### src/rtl/fpa_pkg.sv
// types and constants shared by the partition allocator
package fpa_pkg;
    localparam int NumPart = 16;
    localparam int MaxJobs = 32;
    localparam int PartW = $clog2(NumPart);
    localparam int JobW = $clog2(MaxJobs);

    localparam logic [1:0] OP_LOAD = 2'd0;
    localparam logic [1:0] OP_SUBMIT = 2'd1;
    localparam logic [1:0] OP_TICK = 2'd2;
    localparam logic [1:0] OP_NOP = 2'd3;

    localparam logic [1:0] KIND_DONE = 2'd0;
    localparam logic [1:0] KIND_ALLOC = 2'd1;
    localparam logic [1:0] KIND_SUM = 2'd2;
    localparam logic [1:0] KIND_ACK = 2'd3;

    localparam logic [1:0] PH_EMPTY = 2'd0;
    localparam logic [1:0] PH_WAIT = 2'd1;
    localparam logic [1:0] PH_RUN = 2'd2;
    localparam logic [1:0] PH_DONE = 2'd3;

    typedef struct packed {
        logic [1:0]  opcode;
        logic [3:0]  block_index;
        logic [15:0] amount;
        logic [7:0]  duration;
    } t_req;

    typedef struct packed {
        logic [1:0]  kind;
        logic [4:0]  job_index;
        logic [3:0]  block_index_out;
        logic [4:0]  placed_count;
        logic [5:0]  queue_length;
        logic [19:0] fragmentation;
        logic [15:0] time_value;
        logic [20:0] wait_sum;
        logic        all_done;
        logic        error;
        logic        last;
    } t_res;

    // job table entry
    typedef struct packed {
        logic [15:0] size;
        logic [7:0]  dur;
        logic [15:0] end_time;
    } t_job;
endpackage

### src/rtl/fixed_partition_first_fit_allocator_core.sv
// top level of the first-fit fixed-partition allocator
// load and submit: busy for one cycle, the single result follows in the next cycle
// tick: completion pass over the table jobs, placement pass scanning up to 16
//   partitions per waiting job, fragmentation pass over partitions, then the summary
// results come one per cycle at most and cannot be stalled by the receiver
// synchronous active-low reset clears control state, phases, busy flags and sizes
module fixed_partition_first_fit_allocator_core (
    input  logic            i_clk,
    input  logic            i_rst_n,
    input  logic            start,
    output logic            busy,
    input  fpa_pkg::t_req   i_req,
    output logic            o_res_valid,
    output fpa_pkg::t_res   o_res
);
    import fpa_pkg::*;

    typedef enum logic [8:0] {
        S_IDLE  = 9'b000000001,
        S_ACK   = 9'b000000010,
        S_CRD   = 9'b000000100,
        S_CCHK  = 9'b000001000,
        S_PRD   = 9'b000010000,
        S_PCHK  = 9'b000100000,
        S_FRD   = 9'b001000000,
        S_FADD  = 9'b010000000,
        S_SUM   = 9'b100000000
    } t_state;

    t_state r_state;
    t_req   r_req;

    // job table memory with a registered read port
    t_job job_mem [MaxJobs];
    t_job r_job_rd;
    logic [JobW-1:0] r_rd_addr;
    logic            n_we;
    logic [JobW-1:0] n_wa;
    t_job            n_wd;

    // partition and phase state in flops
    logic [15:0]     r_psize [NumPart];
    logic [NumPart-1:0] r_pbusy;
    logic [JobW-1:0] r_powner [NumPart];
    logic [1:0]      r_phase [MaxJobs];

    logic [15:0] r_time;
    logic [5:0]  r_jcount;
    logic [5:0]  r_wcount;
    logic [20:0] r_wsum;
    logic [5:0]  r_j;
    logic [PartW:0] r_m;
    logic [4:0]  r_placed;
    logic [19:0] r_frag;

    logic        r_vld;
    t_res        r_res;

    logic [JobW-1:0] jj;
    logic [PartW-1:0] mm;
    assign jj = r_j[JobW-1:0];
    assign mm = r_m[PartW-1:0];

    // memory port
    always_ff @(posedge i_clk) begin
        if (n_we) job_mem[n_wa] <= n_wd;
        r_job_rd <= job_mem[r_rd_addr];
    end

    assign busy = (r_state != S_IDLE);
    assign o_res_valid = r_vld;
    assign o_res = r_res;

    // owner match search for a completing job
    logic [PartW-1:0] own_m;
    always_comb begin
        own_m = '0;
        for (int k = NumPart - 1; k >= 0; k--) begin
            if (r_pbusy[k] && r_powner[k] == jj) own_m = PartW'(k);
        end
    end

    // active job present
    logic any_active;
    always_comb begin
        any_active = 1'b0;
        for (int k = 0; k < MaxJobs; k++) begin
            if (r_phase[k] == PH_WAIT || r_phase[k] == PH_RUN) any_active = 1'b1;
        end
    end

    logic [15:0] end_t;
    assign end_t = r_time + {8'd0, r_job_rd.dur};

    // current partition is free and large enough
    logic fit;
    assign fit = !r_pbusy[mm] && (r_psize[mm] >= r_job_rd.size);

    // memory write: new job on submit, end time on placement
    always_comb begin
        n_we = 1'b0;
        n_wa = jj;
        n_wd = r_job_rd;
        n_wd.end_time = end_t;
        if (r_state == S_ACK && r_req.opcode == OP_SUBMIT && r_jcount < 6'(MaxJobs)) begin
            n_we = 1'b1;
            n_wa = r_jcount[JobW-1:0];
            n_wd.size = r_req.amount;
            n_wd.dur = r_req.duration;
            n_wd.end_time = '0;
        end else if (r_state == S_PCHK && fit) begin
            n_we = 1'b1;
        end
    end

    // controller
    always_ff @(posedge i_clk) begin
        logic n_vld;
        t_res n_res;
        n_vld = 1'b0;
        n_res = '0;
        if (!i_rst_n) begin
            r_vld <= 1'b0;
            r_state <= S_IDLE;
            r_pbusy <= '0;
            r_time <= '0;
            r_jcount <= '0;
            r_wcount <= '0;
            r_wsum <= '0;
            for (int k = 0; k < NumPart; k++) r_psize[k] <= '0;
            for (int k = 0; k < MaxJobs; k++) r_phase[k] <= PH_EMPTY;
        end else begin
            unique case (r_state)
                S_IDLE: begin
                    if (start) begin
                        r_req <= i_req;
                        r_j <= '0;
                        r_m <= '0;
                        r_placed <= '0;
                        r_frag <= '0;
                        r_rd_addr <= '0;
                        r_state <= (i_req.opcode == OP_TICK) ? S_CRD : S_ACK;
                    end
                end
                S_ACK: begin
                    n_res.kind = KIND_ACK;
                    n_res.last = 1'b1;
                    if (r_req.opcode == OP_LOAD) begin
                        n_res.block_index_out = r_req.block_index;
                        if (!r_pbusy[r_req.block_index])
                            r_psize[r_req.block_index] <= r_req.amount;
                    end else if (r_req.opcode == OP_SUBMIT) begin
                        if (r_jcount < 6'(MaxJobs)) begin
                            r_phase[r_jcount[JobW-1:0]] <= PH_WAIT;
                            r_jcount <= r_jcount + 6'd1;
                            r_wcount <= r_wcount + 6'd1;
                            n_res.job_index = r_jcount[4:0];
                        end else begin
                            n_res.error = 1'b1;
                        end
                    end
                    n_vld = 1'b1;
                    r_state <= S_IDLE;
                end
                // completion pass: read entry, then check
                S_CRD: begin
                    if (r_j >= r_jcount) begin
                        r_j <= '0;
                        r_rd_addr <= '0;
                        r_state <= S_PRD;
                    end else begin
                        r_rd_addr <= jj;
                        r_state <= S_CCHK;
                    end
                end
                S_CCHK: begin
                    if (r_phase[jj] == PH_RUN && r_job_rd.end_time == r_time) begin
                        r_pbusy[own_m] <= 1'b0;
                        r_phase[jj] <= PH_DONE;
                        n_res.kind = KIND_DONE;
                        n_res.job_index = 5'(jj);
                        n_res.block_index_out = 4'(own_m);
                        n_res.time_value = r_time;
                        n_vld = 1'b1;
                    end
                    r_j <= r_j + 6'd1;
                    r_rd_addr <= jj + JobW'(1);
                    r_state <= S_CRD;
                end
                // placement pass: each waiting job scans partitions one per cycle
                S_PRD: begin
                    if (r_j >= r_jcount) begin
                        r_m <= '0;
                        r_rd_addr <= r_powner[0];
                        r_state <= S_FRD;
                    end else if (r_phase[jj] != PH_WAIT) begin
                        r_j <= r_j + 6'd1;
                        r_rd_addr <= jj + JobW'(1);
                    end else begin
                        r_rd_addr <= jj;
                        r_m <= '0;
                        r_state <= S_PCHK;
                    end
                end
                S_PCHK: begin
                    if (fit) begin
                        r_pbusy[mm] <= 1'b1;
                        r_powner[mm] <= jj;
                        r_phase[jj] <= PH_RUN;
                        r_wsum <= r_wsum + {5'd0, r_time};
                        if (r_wcount != '0) r_wcount <= r_wcount - 6'd1;
                        r_placed <= r_placed + 5'd1;
                        n_res.kind = KIND_ALLOC;
                        n_res.job_index = 5'(jj);
                        n_res.block_index_out = 4'(mm);
                        n_res.time_value = end_t;
                        n_vld = 1'b1;
                        r_j <= r_j + 6'd1;
                        r_rd_addr <= jj + JobW'(1);
                        r_state <= S_PRD;
                    end else if (r_m == (PartW+1)'(NumPart - 1)) begin
                        r_j <= r_j + 6'd1;
                        r_rd_addr <= jj + JobW'(1);
                        r_state <= S_PRD;
                    end else begin
                        r_m <= r_m + (PartW+1)'(1);
                    end
                end
                // fragmentation pass over partitions
                S_FRD: begin
                    if (r_m == (PartW+1)'(NumPart)) begin
                        r_state <= S_SUM;
                    end else begin
                        r_state <= S_FADD;
                    end
                end
                S_FADD: begin
                    if (r_pbusy[mm] && r_psize[mm] >= r_job_rd.size)
                        r_frag <= r_frag + 20'(r_psize[mm] - r_job_rd.size);
                    r_m <= r_m + (PartW+1)'(1);
                    r_rd_addr <= r_powner[mm + PartW'(1)];
                    r_state <= S_FRD;
                end
                S_SUM: begin
                    n_res.kind = KIND_SUM;
                    n_res.placed_count = r_placed;
                    n_res.queue_length = r_wcount;
                    n_res.fragmentation = r_frag;
                    n_res.time_value = r_time;
                    n_res.wait_sum = r_wsum;
                    n_res.all_done = !any_active;
                    n_res.last = 1'b1;
                    n_vld = 1'b1;
                    r_time <= r_time + 16'd1;
                    r_state <= S_IDLE;
                end
                default: r_state <= S_IDLE;
            endcase
            r_vld <= n_vld;
            if (n_vld) r_res <= n_res;
        end
    end
endmodule

### config.mk
export PLATFORM = sky130hd
export DESIGN_NAME = fixed_partition_first_fit_allocator_core
export DESIGN_NICKNAME = d
export VERILOG_FILES = /design/src/rtl/fpa_pkg.sv /design/src/rtl/fixed_partition_first_fit_allocator_core.sv
export SDC_FILE = /design/constraint.sdc
export NUM_CORES = 2
export LEC_CHECK = 0
export ABC_CLOCK_PERIOD_IN_PS = 21900
export BUFFER_PORTS_ARGS = -buffer_cell sky130_fd_sc_hd__buf_2
export CAP_MARGIN = 20
export CORE_ASPECT_RATIO = 0.9
export CORE_MARGIN = 2
export CORE_UTILIZATION = 68
export DETAILED_ROUTE_END_ITERATION = 8
export PLACE_DENSITY = 0.88
export SLEW_MARGIN = 40
export SYNTH_ARGS = -nofsm -noshare
export SYNTH_HDL_FRONTEND = slang
export SYNTH_SLANG_ARGS = --single-unit
### constraint.sdc
create_clock -name i_clk -period 21.9 [get_ports i_clk]
set_input_delay 2.19 -clock i_clk [delete_from_list [all_inputs] [get_ports i_clk]]
set_output_delay 2.19 -clock i_clk [all_outputs]
set_load 0.1 [all_outputs]
# ---- After elaboration in Yosys (flattened, before gate mapping)
# Memory sizes are Yosys's and may differ from the RTL's. A register that Yosys moved wholly into a read port is not among the register bits.
# Index checks and enable logic that the tools add are counted.
dict set report totals {
  register_bits 228
  ramBits 1680
  in_bits 33
  out_inout_bits 84
  wordCells 406
  mem_count 4
}
dict set report classes {
  add_sub_neg 13
  order_cmp 8
  n_eq_ne 112
  muxes 151
  bitwise 7
  n_reduce_logical 84
}
# name depth word_bits rd rd_clocked_by_memory_dff wr line_no
set memory_table {}
lappend memory_table {job_mem 32 40 1 1 1 fixed_partition_first_fit_allocator_core.sv:34} ;# t_job job_mem [MaxJobs];
lappend memory_table {r_psize 16 16 1 1 16 fixed_partition_first_fit_allocator_core.sv:42} ;# logic [15:0] r_psize [NumPart];
lappend memory_table {r_powner 16 5 17 0 1 fixed_partition_first_fit_allocator_core.sv:44} ;# logic [JobW-1:0] r_powner [NumPart];
lappend memory_table {r_phase 32 2 33 1 32 fixed_partition_first_fit_allocator_core.sv:45} ;# logic [1:0] r_phase [MaxJobs];
# cell count
set op_table {}
lappend op_table {{$mux W5} 19}
lappend op_table {{$eq A5 B5 Y1} 16}
lappend op_table {{$mux W16} 5}
lappend op_table {{$mux W4} 19}
lappend op_table {{$eq A2 B2 Y1 const B} 34}
lappend op_table {{$eq A2 B1 Y1 const B} 33}
lappend op_table {{$mux W1} 66}
lappend op_table {{$mux W6} 11}
lappend op_table {{$mux W9} 7}
lappend op_table {{$pmux W9 S7} 1}
lappend op_table {{$pmux W16 S3} 1}
lappend op_table {{$mux W20} 2}
lappend op_table {{$mux W40} 1}
lappend op_table {{$pmux W20 S2} 1}
lappend op_table {{$logic_or A1 B1 Y1} 32}
lappend op_table {{$pmux W16 S2} 1}
lappend op_table {{$pmux W5 S6} 1}
lappend op_table {{$pmux W6 S5} 1}
lappend op_table {{$pmux W9 S3} 1}
lappend op_table {{$logic_and A1 B1 Y1} 24}
lappend op_table {{$add A21 B16 Y21} 1}
lappend op_table {{$add A20 B20 Y20} 1}
lappend op_table {{$ne A2 B2 Y1 const B} 10}
lappend op_table {{$pmux W5 S4} 1}
lappend op_table {{56 further kinds} 86}

# ---- Longest topological paths before layout
# An unclocked memory read counts as a cell.
dict set report logic_depth {
  depth_word 36
  mapped_depth 24
  depth_no_buf 23
}

# ---- Least setup slack after synthesis
# Ideal clock, no wire load.
dict set report synth_path {
  path_type {register -> register}
  start {register with a tool-made name}
  end {register r_res (netlist bit o_res[0]) (enable)}
  setup_time_ns 0.571
  arrival_ns 7.788
  t_required_ns 21.329
  path_slack_ns 13.540
  stages_incl_launch_ff 13
  path_buffers 2
  synth_period_minus_slack_ns 8.360
  path_cell_list {dfxtp_1 clkbuf_1 buf_1 mux4_2 mux4_2 ha_1 and4_1 o21a_1 o31a_1 o21a_1 o211a_1 nor2_1 a31oi_1}
}
# element line_no
set synth_lines {}
lappend synth_lines {{end signal: assignment} fixed_partition_first_fit_allocator_core.sv:260} ;# if (n_vld) r_res <= n_res;
lappend synth_lines {{end: declaration} fixed_partition_first_fit_allocator_core.sv:57} ;# t_res r_res;

==> impl_metrics.ini <==
[floorplan]
die-area_um2 = 124000
initial_core_util_pct = 68.4
core_um2 = 121000
row_count = 121
die_h_um = 335
io_pins = 117
dieWidth_um = 371

[route]
routed_wl_mm = 238
wire_per_inst_um = 36.3
antenna_left = 0
num_vias = 48100
first_iter_violations = 8268
avgViaCountPerCell = 7.32
drc = 1
drtPass1Iterations = 8

[worst_hold_path]
hold_depth = 2
hold_class = register to register
whs_endpoint = r_wsum[12]$_SDFFE_PN0P_
worstHoldStart = r_wsum[12]$_SDFFE_PN0P_

[layout]
final_layout_size_suffix_gt1_share_pct = 24.9
final_nets = 4921
layout_common_cells = 1833 x edfxtp_1, 514 x mux4_2, 321 x and2_1
area_growth_pct = 11.2
final_common_cell = edfxtp_1

[global_route]
overflow = 0
grt_usage_pct = 39.0
antenna_found_initial = 10
use_met1_pct = 51.4
grt_pass1_vias = 47100
busiest_layer = met2
grt_pass1_wl_mm = 341
grt_max_degree = 100
use_met3_pct = 9.27
gr-usage-met2_pct = 62.2

[power_and_ir_drop]
power_frac_comb_pct = 20.7
power.density_nw_per_um2 = 106
ir_worst_vdd_mv = 0.0889
p_leak_nw = 30.5
internal-power_mw = 6.89
p_sw_share_pct = 29.0
seqPwrFrac_pct = 46.2
pwr-share-clk_pct = 33.1
p_switching_mw = 2.82

[logic_synthesis]
yosys_warnings = 0
ys.flop_type = edfxtp_1
syn_inst = 4610
synth_top_area_cell = edfxtp_1
synth_top_family_by_area = multiplexers
synth_edf_count = 1833
ys_seq_area_share_pct = 69.6
netlist_area_um2 = 82600
synth_area_leaders = edfxtp_1 67%, mux4_2 14%, dfxtp_1 3.0%
ys_ff_latch = 1957
synthAdderAreaFrac_pct = 1.30
synth_fp_nets = 4726
synth.area.mux_share_pct = 15.3
synth_xor_area_share_pct = 2.26
async_reset_ff_share_pct = 0
synth_top_area_share_pct = 66.6
ys_types = 86
synth_compound_area_share_pct = 3.25
synth_simple_gate_area_share_pct = 6.71
syn_area_per_cell_um2 = 17.9

[sta]
report.final.slew_viol_count = 0
fin_crit_ns = 6.84
period_share_pct = 31.2
tightest_slew_ns = 0.936
slew_headroom_pct = 37.6
fmax_mhz = 146
fin_worst_skew_ns = 0.0546
setup-violations-final = 0
hold_viol = 0
rsz0062_at_grt = false
whs_ns = 0.473
setup_tns_ns = 0

[worst_setup_path]
r2r_end = job_mem[15][28]$_DFFE_PP_
startpoint_type = register
critical_path_class = register to register
cp-end-kind = register
cp_data_arrival_time_ns = 7.28
cp_max_fo = 43
r2r_slack_ns = 15.06
cp.required_ns = 22.34
r2r_cells = 14

[clocking]
postCtsHoldBufs = 0
path_clk_slew_ns = 0.06
cts_setup_buffers = 0
cts_root_buf = clkbuf_16
clockBufferDepth = 3
clk_latency_ns = 0.86
numCtsBuffers = 183
htreeDepth = 4
cts_tree = done
ctsResizeCount = 0
clock_sinks = 1957

[run_status]
violations = design-rule violations
outcome = complete, but fails checks

[place]
port_buffers = 116
place_congestion = 0.951
hpwl_mm = 137

[run]
maxCapViolCount = 0
[cell families after synthesis]
group                    Yosys count
AND/OR/NAND/NOR                 1025
adder cells (fa/ha/maj)           83
AO/OA/AOI/OAI                    411
flip-flops                      1957
multiplexers                     606
XOR/XNOR                         213
buffers and inverters            315
[sequential cells by signal, indices dropped and copies added (netlist names), 20 cells and up, named ones only]
| signal | cells |
|---|---|
| o_res | 82 |
| r_wsum | 21 |
| r_job_rd | 40 |
| job_mem | 1280 |
| r_psize | 256 |
| r_powner | 80 |
| r_req | 30 |
| r_phase | 64 |
| r_frag | 20 |
[cells in the mapped netlist (21+ instances only)]
cell type	n
nand2b_1	24
nor3_1	79
xor2_1	118
inv_1	59
a31oi_1	24
and3_1	31
buf_1	49
a21oi_1	77
and2_1	321
mux2i_1	32
clkbuf_1	165
nand4_1	21
o21ai_0	120
nor2_1	223
nand2_1	136
mux4_2	514
ha_1	78
nor2b_1	24
xnor2_1	95
mux2_2	54
edfxtp_1	1833
buf_2	27
nor4_1	34
nand3_1	50
a21o_1	26
a211oi_1	31
dfxtp_1	124
[power groups by stage]
stage | clock network (mW) | logic [mW] | registers, mW
3_5_place_dp | 0 | 1.90 | 4.55
3_3_place_gp | 0 | 1.83 | 4.54
5_1_grt | 3.34 | 2.10 | 4.48
2_1_floorplan | 0 | 1.28 | 4.53
4_1_cts | 3.22 | 1.95 | 4.47
6_report | 3.22 | 2.01 | 4.48
[through the flow]
step	worst slack [ns]	total power, mW	cells	utilization (%)	instance area (um2)
2_1_floorplan	13.54	5.81	4610	-	82600
3_3_place_gp	14.88	6.37	6209	70.7	85500
3_5_place_dp	15.18	6.45	6213	71.0	85700
4_1_cts	15.08	9.65	6553	75.9	91700
5_1_grt	14.79	9.93	6559	76.1	91900
6_report	15.06	9.71	6563	76.1	91900
[critical path, stage by stage, from the launching register on]
cell      delay [ns]
dfxtp_4         0.64
buf_6           0.56
mux4_2          0.62
mux4_2          0.54
ha_1            0.44
nand4_1         0.19
nor2_1          0.14
a41o_1          0.28
nor3_1          0.11
a211oi_2        0.65
and2_1          0.22
buf_4           0.47
a31oi_2         0.42
nor3_2          0.31
buf_4           0.71
[final cells by class]
type | instances | area (um2)
sequential | 1957 | 57500
clock inverter | 97 | 945
tap | 1599 | 2000
multi-input combinational | 2338 | 24300
clock buffer | 243 | 5010
fill | 6273 | 28900
inverter | 60 | 225
timing repair buffer | 265 | 1920
antenna | 4 | 10.0
[routing by layer]
metal	wire (um)	part of all wire (%)
met5	37	0.016
met4	13600	5.7
met2	116000	49
met3	29900	13
met1	79000	33
[worst max-delay path by stage]
stage / end / slack [ns]
after global placement: r_frag[18]$_SDFFCE_PN0P_ / 14.88
after global routing: r_frag[18]$_SDFFCE_PN0P_ / 14.79
after floorplan: o_res[0]$_DFFE_PP_ / 13.54
after detailed placement: r_frag[18]$_SDFFCE_PN0P_ / 15.18
after CTS: r_frag[18]$_SDFFCE_PN0P_ / 15.08
final: job_mem[15][28]$_DFFE_PP_ / 15.06
No activity file was read; power rests on OpenSTA's default activity.
